$ cat src/design/mexp_pkg.sv
`default_nettype none
// ----------------------------------------------------------------------------
// mexp_pkg
// Shared constants, types and controller state for the modular
// exponentiation block.
// ----------------------------------------------------------------------------
package mexp_pkg;

  localparam int unsigned DataWidthDefault = 64;
  localparam logic [63:0] ModulusReset = 64'hFFFF_FFFF_0000_0001;
  localparam int unsigned FermatOffset = 2;

  typedef enum logic [2:0] {
    ST_IDLE,
    ST_REDUCE,
    ST_EXP_STEP,
    ST_MUL,
    ST_SQR,
    ST_DONE
  } mexp_state_t;

  // controller to datapath
  typedef struct packed {
    logic load;       // capture operands, start base reduction
    logic red_step;   // one bit of base reduction
    logic mul_start;  // start acc * base
    logic sqr_start;  // start base * base
    logic mm_step;    // one step of the modular multiplier
    logic mul_commit; // write product into accumulator
    logic sqr_commit; // write product into base
    logic exp_shift;  // drop exponent bit 0
    logic out_load;   // move accumulator to output register
  } mexp_cmd_t;

  // datapath to controller
  typedef struct packed {
    logic red_last;
    logic mm_last;
    logic exp_zero;
    logic exp_lsb;
  } mexp_status_t;

endpackage

`default_nettype wire

$ cat src/design/mexp_ctrl.sv
`default_nettype none
// ----------------------------------------------------------------------------
// mexp_ctrl
// Sequencer for base reduction and right-to-left square-and-multiply.
// ----------------------------------------------------------------------------
module mexp_ctrl
  import mexp_pkg::*;
(
  input  wire logic         clk,
  input  wire logic         rst,
  input  wire logic         in_fire,
  input  wire logic         out_busy,
  input  wire mexp_status_t sts,
  output mexp_cmd_t         cmd,
  output logic              in_stall
);

  mexp_state_t state, state_next;

  // state register
  always_ff @(posedge clk) begin
    if (rst) state <= ST_IDLE;
    else state <= state_next;
  end

  // next state
  always_comb begin
    state_next = state;
    unique case (state)
      ST_IDLE:     if (in_fire) state_next = ST_REDUCE;
      ST_REDUCE:   if (sts.red_last) state_next = ST_EXP_STEP;
      ST_EXP_STEP: begin
        if (sts.exp_zero) state_next = ST_DONE;
        else if (sts.exp_lsb) state_next = ST_MUL;
        else state_next = ST_SQR;
      end
      ST_MUL:      if (sts.mm_last) state_next = ST_SQR;
      ST_SQR:      if (sts.mm_last) state_next = ST_EXP_STEP;
      ST_DONE:     if (!out_busy) state_next = ST_IDLE;
      default:     state_next = ST_IDLE;
    endcase
  end

  // outputs
  always_comb begin
    cmd = '0;
    in_stall = 1'b1;
    unique case (state)
      ST_IDLE: begin
        in_stall = 1'b0;
        cmd.load = in_fire;
      end
      ST_REDUCE: begin
        cmd.red_step = 1'b1;
      end
      ST_EXP_STEP: begin
        cmd.mul_start = !sts.exp_zero && sts.exp_lsb;
        cmd.sqr_start = !sts.exp_zero && !sts.exp_lsb;
      end
      ST_MUL: begin
        cmd.mm_step = 1'b1;
        cmd.mul_commit = sts.mm_last;
        cmd.sqr_start = sts.mm_last;
      end
      ST_SQR: begin
        cmd.mm_step = 1'b1;
        cmd.sqr_commit = sts.mm_last;
        cmd.exp_shift = sts.mm_last;
      end
      ST_DONE: begin
        cmd.out_load = !out_busy;
      end
      default: ;
    endcase
  end

endmodule

`default_nettype wire

$ cat src/design/mexp_dp.sv
`default_nettype none
// ----------------------------------------------------------------------------
// mexp_dp
// Datapath: bitwise base reduction, interleaved shift-add modular multiplier,
// accumulator, base and exponent registers.
// ----------------------------------------------------------------------------
module mexp_dp
  import mexp_pkg::*;
#(
  parameter int unsigned DATA_WIDTH = DataWidthDefault
) (
  input  wire logic                  clk,
  input  wire logic [DATA_WIDTH-1:0] modulus,
  input  wire logic                  kind,
  input  wire logic [DATA_WIDTH-1:0] base_value,
  input  wire logic [DATA_WIDTH-1:0] exponent,
  input  wire mexp_cmd_t             cmd,
  output mexp_status_t               sts,
  output logic [DATA_WIDTH-1:0]      acc
);

  localparam int unsigned CntW = $clog2(DATA_WIDTH);
  localparam logic [CntW-1:0] CntLast = CntW'(DATA_WIDTH - 1);

  logic [DATA_WIDTH-1:0] p, base, expo, braw, mm_x, mm_y, mm_r;
  logic [CntW-1:0]       cnt;
  logic                  p_small;

  // doubled-plus-addend modular update: r = (2r + a) mod p, r < p
  function automatic logic [DATA_WIDTH-1:0] dbl_add(
    input logic [DATA_WIDTH-1:0] r, input logic [DATA_WIDTH-1:0] a,
    input logic [DATA_WIDTH-1:0] m);
    logic [DATA_WIDTH:0] s;
    logic [DATA_WIDTH+1:0] t;
    s = {r, 1'b0};
    if (s >= {1'b0, m}) s = s - {1'b0, m};
    t = {1'b0, s} + {2'b00, a};
    if (t >= {2'b00, m}) t = t - {2'b00, m};
    return t[DATA_WIDTH-1:0];
  endfunction

  logic [DATA_WIDTH-1:0] red_next, mm_next;
  assign red_next = dbl_add(base, {{(DATA_WIDTH-1){1'b0}}, braw[DATA_WIDTH-1]}, p);
  assign mm_next  = dbl_add(mm_r, mm_y[DATA_WIDTH-1] ? mm_x : '0, p);

  // registers; a modulus below two yields zero, so the accumulator starts there
  always_ff @(posedge clk) begin
    if (cmd.load) begin
      p <= modulus;
      braw <= base_value;
      base <= '0;
      expo <= kind ? modulus - DATA_WIDTH'(FermatOffset) : exponent;
      acc <= (modulus < DATA_WIDTH'(2)) ? '0 : {{(DATA_WIDTH-1){1'b0}}, 1'b1};
      p_small <= (modulus < DATA_WIDTH'(2));
      cnt <= '0;
    end
    if (cmd.red_step) begin
      base <= red_next;
      braw <= braw << 1;
      cnt <= (cnt == CntLast) ? '0 : cnt + 1'b1;
      if (cnt == CntLast && p_small) expo <= '0;
    end
    if (cmd.mul_start) begin
      mm_x <= base; mm_y <= acc; mm_r <= '0; cnt <= '0;
    end
    if (cmd.sqr_start) begin
      mm_x <= base; mm_y <= base; mm_r <= '0; cnt <= '0;
    end
    // multiplier step, unless a square starts on the last step of a multiply
    if (cmd.mm_step && !cmd.sqr_start) begin
      mm_r <= mm_next;
      mm_y <= mm_y << 1;
      cnt <= (cnt == CntLast) ? '0 : cnt + 1'b1;
    end
    if (cmd.mul_commit) acc <= mm_next;
    if (cmd.sqr_commit) base <= mm_next;
    if (cmd.exp_shift) expo <= expo >> 1;
  end

  // status
  assign sts.red_last = (cnt == CntLast);
  assign sts.mm_last  = (cnt == CntLast);
  assign sts.exp_zero = (expo == '0);
  assign sts.exp_lsb  = expo[0];

endmodule

`default_nettype wire

$ cat src/design/modular_exponentiation_64_top.sv
`default_nettype none
// Timing: base reduction first, then per exponent bit a square, preceded by a
//   multiply when the bit is set; the shared bit-serial multiplier sets the pace.
//   A zero exponent goes straight from the reduction to the result.
// Flow: one item in flight; a new item is accepted only once the result has
//   moved into the output register, which waits while the output is stalled.
// Reset: synchronous, active high; modulus returns to 2^64 - 2^32 + 1.
// ----------------------------------------------------------------------------
// modular_exponentiation_64_top
// base^exponent mod p, or Fermat inverse, with a configurable modulus.
// ----------------------------------------------------------------------------
module modular_exponentiation_64_top
  import mexp_pkg::*;
#(
  parameter int unsigned DATA_WIDTH = DataWidthDefault
) (
  input  wire logic        clk,
  input  wire logic        rst,
  input  wire logic        cfg_valid,
  output logic             cfg_ready,
  input  wire logic [63:0] modulus,
  input  wire logic        in_valid,
  output logic             in_stall,
  input  wire logic        kind,
  input  wire logic [63:0] base_value,
  input  wire logic [63:0] exponent,
  output logic             out_valid,
  input  wire logic        out_stall,
  output logic [63:0]      result
);

  logic [DATA_WIDTH-1:0] modulus_reg, acc;
  mexp_cmd_t             cmd;
  mexp_status_t          sts;
  logic                  in_fire;

  assign cfg_ready = 1'b1;
  assign in_fire = in_valid && !in_stall;

  // modulus register
  always_ff @(posedge clk) begin
    if (rst) modulus_reg <= ModulusReset[DATA_WIDTH-1:0];
    else if (cfg_valid) modulus_reg <= modulus[DATA_WIDTH-1:0];
  end

  // output register
  always_ff @(posedge clk) begin
    if (rst) out_valid <= 1'b0;
    else if (cmd.out_load) out_valid <= 1'b1;
    else if (!out_stall) out_valid <= 1'b0;
  end

  always_ff @(posedge clk) begin
    if (cmd.out_load) result <= 64'(acc);
  end

  mexp_ctrl u_ctrl (
    .clk(clk), .rst(rst), .in_fire(in_fire),
    .out_busy(out_valid && out_stall), .sts(sts), .cmd(cmd), .in_stall(in_stall)
  );

  mexp_dp #(.DATA_WIDTH(DATA_WIDTH)) u_dp (
    .clk(clk), .modulus(modulus_reg), .kind(kind),
    .base_value(base_value[DATA_WIDTH-1:0]), .exponent(exponent[DATA_WIDTH-1:0]),
    .cmd(cmd), .sts(sts), .acc(acc)
  );

endmodule

`default_nettype wire

$ cat config.mk
export PLATFORM = sky130hd
export DESIGN_NAME = modular_exponentiation_64_top
export DESIGN_NICKNAME = d
export VERILOG_FILES = /design/src/design/mexp_pkg.sv /design/src/design/mexp_ctrl.sv /design/src/design/mexp_dp.sv /design/src/design/modular_exponentiation_64_top.sv
export SDC_FILE = /design/constraint.sdc
export NUM_CORES = 2
export LEC_CHECK = 0
export BUFFER_PORTS_ARGS = -buffer_cell sky130_fd_sc_hd__clkbuf_2
export CAP_MARGIN = 20
export CORE_ASPECT_RATIO = 0.9
export CORE_MARGIN = 4
export CORE_UTILIZATION = 63
export DETAILED_ROUTE_END_ITERATION = 16
export GPL_TIMING_DRIVEN = 0
export PLACE_DENSITY = 0.82
export SKIP_CTS_REPAIR_TIMING = 1
export SYNTH_ARGS = -nofsm -noshare
export SYNTH_HDL_FRONTEND = slang
export SYNTH_SLANG_ARGS = --single-unit
$ cat constraint.sdc
create_clock -name clk -period 13.5 [get_ports clk]
set_input_delay 0.675 -clock clk [delete_from_list [all_inputs] [get_ports clk]]
set_output_delay 0.675 -clock clk [all_outputs]
set_load 0.1 [all_outputs]
After elaboration in Yosys (flattened, before gate mapping)

Cells that the tools add are included.

Register bits: 651
Latch bits: 0
Bits in writable memories: 0
Bits in read-only memories: 0
Output and inout port bits: 67
Logic and storage cells: 112
Memories kept: 0

Add/subtract/negate cells: 8
$mul: 0
Div/mod/pow operators: 0
Order comparisons: 5
Eq/ne operators: 11
Shift-type cells: 0
Mux-type cells: 50
Bitwise logic cells: 0
Reductions and logical operators: 21

Operators with widths:

| operator                | number |
|---|---|
| $mux W64                | 22 |
| $ge A66 B64 Y1          | 2 |
| $ge A65 B64 Y1          | 2 |
| $mux W65                | 2 |
| $sub A65 B64 Y65        | 2 |
| $sub A64 B64 Y64        | 2 |
| $add A65 B1 Y66         | 1 |
| $add A65 B64 Y66        | 1 |
| $logic_not A64 Y1       | 1 |
| $lt A64 B2 Y1 const B   | 1 |
| $sub A64 B2 Y64 const B | 1 |
| $mux W63                | 1 |
| $mux W6                 | 6 |
| $mux W3                 | 6 |
| $pmux W3 S5             | 1 |
| $mux W1                 | 10 |
| $ne A2 B1 Y1 const B    | 4 |
| $add A6 B1 Y6 const B   | 1 |
| $eq A3 B2 Y1 const B    | 2 |
| $eq A3 B3 Y1 const B    | 2 |
| $eq A6 B6 Y1 const B    | 1 |
| $logic_and A1 B1 Y1     | 6 |
| $reduce_bool A2 Y1      | 3 |
| $reduce_bool A3 Y1      | 2 |
| 9 further kinds         | 13 |

Logic depth before layout (Yosys ltp)

Depth in word-level cells: 8
Mapped depth: 48
Mapped depth without buffers: 44

Modules after synthesis

Synthesis repeated with hierarchy kept, for this count alone.

Cells, all modules: 5,488
Area total of the unflattened synthesis: 50,009.2 um^2

By module, submodules not included:

| module                        | times used | cells each | area each (um^2) | sequential area each (um^2) |
|---|---|---|---|---|
| mexp_dp                       | 1          | 5,161      | 45,344.7         | 14,924.3 |
| modular_exponentiation_64_top | 1          | 281        | 4,332.9          | 3,223.1 |
| mexp_ctrl                     | 1          | 46         | 331.6            | 60.1 |

Worst setup path before layout

No wires, ideal clock.

Kind: reg-to-reg
From: reg u_dp.base[39]
To: reg u_dp.base[4] (data pin)
Library setup time: 259 ps
Arrival: 9,583 ps
Slack: 3,658 ps
Stages on the path, launching flop included: 45
Period minus slack after synthesis: 9,842 ps
Path through: edfxtp_1 -> ha_1 -> buf_2 -> nand4_1 -> or3_1 -> nor2_1 -> nand3_1 -> or4_1 -> clkbuf_1 -> nand2_1 -> buf_4 -> buf_2 -> buf_1 -> buf_2 -> clkbuf_1 -> nand2_1 -> nand2_1 -> ha_1 -> (+9 left out) -> ha_1 -> clkbuf_1 -> and4_1 -> and3_1 -> nand3_1 -> o22ai_1 -> a21oi_1 -> a22o_1 -> o21ba_2 -> o41a_1 -> o21ai_0 -> a31oi_1 -> or3b_2 -> mux2_1 -> buf_2 -> buf_6 -> and3_1 -> a211o_1

Cells in the longest elaborated chain, start to end: 7
Elaborated cells on any way between the ends: 9
Those cells by class: add/sub (3); order compare (2); mux (4)

RTL lines:

| what                                               | line          | source |
|---|---|---|
| start, declared                                    | mexp_dp.sv:25 | `logic [DATA_WIDTH-1:0] p, base, expo, braw, mm_x, mm_y, mm_r;` |
| start signal, assigned                             | mexp_dp.sv:58 | `base <= red_next;` |
| start signal, assigned                             | mexp_dp.sv:76 | `if (cmd.sqr_commit) base <= mm_next;` |
| $sub A65 B64 Y65 or $ge A65 B64 Y1 (tied branches) | mexp_dp.sv:36 | `if (s >= {1'b0, m}) s = s - {1'b0, m};` |
| $mux W65 *                                         | mexp_dp.sv:36 |  |
| $add A65 B1 Y66 *                                  | mexp_dp.sv:37 | `t = {1'b0, s} + {2'b00, a};` |
| $ge A66 B64 Y1 or $sub A64 B64 Y64 (tied branches) | mexp_dp.sv:38 | `if (t >= {2'b00, m}) t = t - {2'b00, m};` |
| $mux W64 *                                         | mexp_dp.sv:38 |  |
| $mux W64 *                                         | mexp_dp.sv:57 | `if (cmd.red_step) begin` |
| $mux W64 *                                         | mexp_dp.sv:76 |  |

Every way passes the cells marked *; elsewhere a longest branch is shown, timed or not.
A chain may end at the register's enable or synchronous reset.

Final worst setup path

From: reg u_dp.p[1]
To: reg u_dp.base[2] (data pin)

Cells in the longest elaborated chain, start to end: 7
Elaborated cells on any way between the ends: 16
Those cells by class: add/sub (6); order compare (4); mux (6)

RTL lines:

| what                                               | line          | source |
|---|---|---|
| start, declared                                    | mexp_dp.sv:25 |  |
| start signal, assigned                             | mexp_dp.sv:49 | `p <= modulus;` |
| $sub A65 B64 Y65 or $ge A65 B64 Y1 (tied branches) | mexp_dp.sv:36 |  |
| $mux W65                                           | mexp_dp.sv:36 |  |
| $add A65 B1 Y66                                    | mexp_dp.sv:37 |  |
| $sub A64 B64 Y64 or $ge A66 B64 Y1 (tied branches) | mexp_dp.sv:38 |  |
| $mux W64                                           | mexp_dp.sv:38 |  |
| $mux W64                                           | mexp_dp.sv:57 |  |
| $mux W64 *                                         | mexp_dp.sv:76 |  |

Marks and branches as above.

==> impl_summary.md <==
Outcome
The run finished with clean final reports.

Logic synthesis
The number of synthesized register bits is about 650. Among all flip-flop cells after synthesis, the most frequent one is edfxtp_1. The area share of the leading cell type in the synthesized netlist is between 30% and 40%. The synthesized design spends more area on one cell type than any other, namely edfxtp_1. nor2_1 is the most common cell in the netlist. After synthesis, the most frequently instantiated cells are 548 x nor2_1, 523 x a21oi_1, 517 x edfxtp_1. The synthesized area per cell is 8.82 um2. The number of different library cells in the post-synthesis netlist is between 90 and 100. The synthesized netlist occupies a cell area of 0.0499 mm2. After technology mapping, the gate count stands at approximately 5700. The share of async-settable or async-resettable flops after synthesis is 0%. The net count of the mapped netlist is slightly above 6000. By area the synthesized netlist is led by edfxtp_1 31%, ha_1 8.1%, dfxtp_1 5.4%. The synthesis warning total is 0. The count of flip-flops with a built-in enable after synthesis is approximately 520. Sequential elements use roughly 36% of the synthesized area.

Global route
The number of antenna violations at the first check in global routing is 6. The first-pass GRT wire length is between 200 and 300 mm. The number of global-route vias before repair came to 43400. Across every metal layer, demand over resource in global routing totals between 40% and 50%. Entering global routing, the biggest net connects between 70 and 80 pins. The global-route congestion overflow total is 0.

Worst setup path
The required time of the critical path is 13.83 ns. The cell with the largest stage delay on the worst path is o21ai_0. The register-to-register setup slack is approximately 0.34 ns. For the worst flop-to-flop path, the logic depth is 45.

The worst reg2reg path startpoint is u_dp.p[1]. The signal arrival time at the worst endpoint is 13.49 ns. STA classifies the critical path startpoint as a flip-flop. The endpoint identified for the worst register-to-register timing path is u_dp.base[2].

STA classifies the critical path endpoint as a flip-flop. In this run the worst path has a maximum fanout of 10. The critical path is of the flip-flop to flip-flop type. On the worst path, the slowest cell contributes a delay of ~0.96 ns. In this run the worst setup path begins at u_dp.p[1].

Worst hold path
The startpoint of the worst hold path is modulus[32]. The endpoint with the worst hold slack is modulus_reg[32]. The classification of the worst-slack hold path is primary input to flip-flop. Counting instances, the worst hold path has a depth of 2.

Drt
Dividing the detail-routed via count by the number of cells gives 6.71. The post-detailed-route wirelength per cell is about 25 um. The first detailed-routing pass ran for 9 iterations. Detailed routing inserted a total of approximately 48000 vias. The number of nets with antenna violations after detailed routing is 0. In the routed design, unresolved DRC markers number 0.

The DRC marker count from the first detailed-route iteration is 6770. The aggregate routed wire length is 178 mm.

Clocking
The tree built by TritonCTS fans out to about 650 sinks. The maximum clock insertion buffer count is 3. The number of H-tree branching levels is 3. In this run the clock root is driven by a clkbuf_16. TritonCTS built the clock tree. The number of CTS-inserted buffers is 69. The CTS clock-pin slew for the worst setup and hold paths is roughly 0.06 ns. The clock latency on the worst-skew pair is 0.64 ns.

STA
The hold violation count in the final report is 0. The worst relative slew slack is 13.7%. The transition at the pin with the smallest max-transition slack is 1.29 ns. The setup-violating endpoint count in the final report is 0. Setup repair after global routing left no endpoint under its margin. The final critical path takes up between 90% and 100% of the cycle.

The timing-limited maximum frequency is approximately 0.076 GHz. For the final database, setup skew stands at approximately 0.027 ns. The post-layout minimum cycle time is roughly 13 ns. The final count of pins violating max slew is 0.

Die
The number of I/O pins is around 270. Row generation in the floorplan step produced 97 rows. The die covers approximately 0.084 mm2.

The effective utilization at floorplan is 63.9%. The floorplan step set the die height to between 200 and 300 um. The core region is 0.0782 mm2. From left edge to right edge, the die measures ~300 um.

Placed design
The number of port buffers is 260. Detailed placement ended at an HPWL of roughly 140 mm. The count of placed standard cells including taps is around 7000.

The placer congestion estimate is 1.04.

Finish
The fraction of final layout cells sized beyond drive strength 1 is 8.28%. The number of nets in the layout is between 6000 and 7000. The area growth from synthesis to layout is 10.5%. Summing all flip-flop and latch instances after layout gives around 0.018 mm2. The area taken by multi-input logic gates is 0.0300 mm2.

Once layout is complete, the cells apart from fillers number 7107. After filler insertion, the fill cell instance count of the layout stands at ~6000.

Flow run
The number of max-cap violations is 0.
[stage by stage]
step	area, um2	TNS, ns	util, %	hold slack [ns]	setup slack [ns]
global route	55100	0	70.5	0.230	0.00670
global placement	52500	-47.94	67.2	0.428	-0.648
detailed placement	52800	-3.28	67.5	0.432	-0.244
CTS	55000	-8.23	70.4	0.215	-0.332
floorplan	49900	0	-	0.422	3.66
finish	55100	0	70.6	0.242	0.339
[per-layer routing]
metal | GRT usage (%) | wire length (um)
met1 | 58.1 | 71200
met2 | 59.6 | 72900
met3 | 8.65 | 24500
met4 | 18.0 | 9330
met5 | 0 | 28
[how the worst max path moves through the flow]
stage	end	slack, ns	cells past startpoint
after global routing	u_dp.base[59]	0.007	47
after detailed placement	u_dp.base[50]	-0.24	43
after CTS	u_dp.base[50]	-0.33	43
after global placement	u_dp.base[59]	-0.65	42
final	u_dp.base[2]	0.34	45
after floorplan	u_dp.base[4]	3.66	44
[placed cells by master (no fill, tap or decap), types with 106 or more instances in the layout]
cell type	n
dfxtp_1	134
nor2_1	547
clkbuf_2	269
mux2i_1	207
ha_1	324
a21o_1	204
nor3_1	116
xnor2_1	223
xor2_1	163
o21ai_0	384
a21oi_1	522
clkbuf_1	237
nand3_1	124
edfxtp_1	517
nand2_1	477
nand4_1	106
inv_1	168
[final cells by class]
cell class                 count  share of cell area (%)
tap                         1039                    2.36
clock inverter                39                   0.697
multi-input combinational   4546                    54.3
antenna                        5                  0.0227
inverter                     168                    1.14
timing repair buffer         276                    2.84
buffer                       296                    2.19
clock buffer                  87                    3.39
sequential                   651                    33.0
[cells by family (layout without fill, tap and decap cells)]
logic type                 Yosys count  in the layout  share of synthesized area (%)
and+or+nand+nor                   1851           1851                           17.8
AOI/OAI and AO/OA                 1762           1762                           22.6
DFF                                651            651                           36.5
buffers and inverters              464            866                           3.65
xor gates and xnor gates           386            386                           6.77
adders and majority gates          329            329                           8.32
muxes                              217            217                           4.38
other                                1              6                        0.00751
[worst max-delay path: cells and delay by family (launching register included)]
| kind | cells | cell delay [ns] |
|---|---|---|
| DFF | 1 | 0.62 |
| AOI/OAI and AO/OA | 25 | 7.10 |
| xor gates and xnor gates | 1 | 0.37 |
| adders and majority gates | 3 | 0.96 |
| and+or+nand+nor | 8 | 1.35 |
| buffers and inverters | 8 | 2.37 |
Power is left out: the tool's default activity adds up to more than one toggle a clock period on the data nets, which glitch-free logic cannot reach.
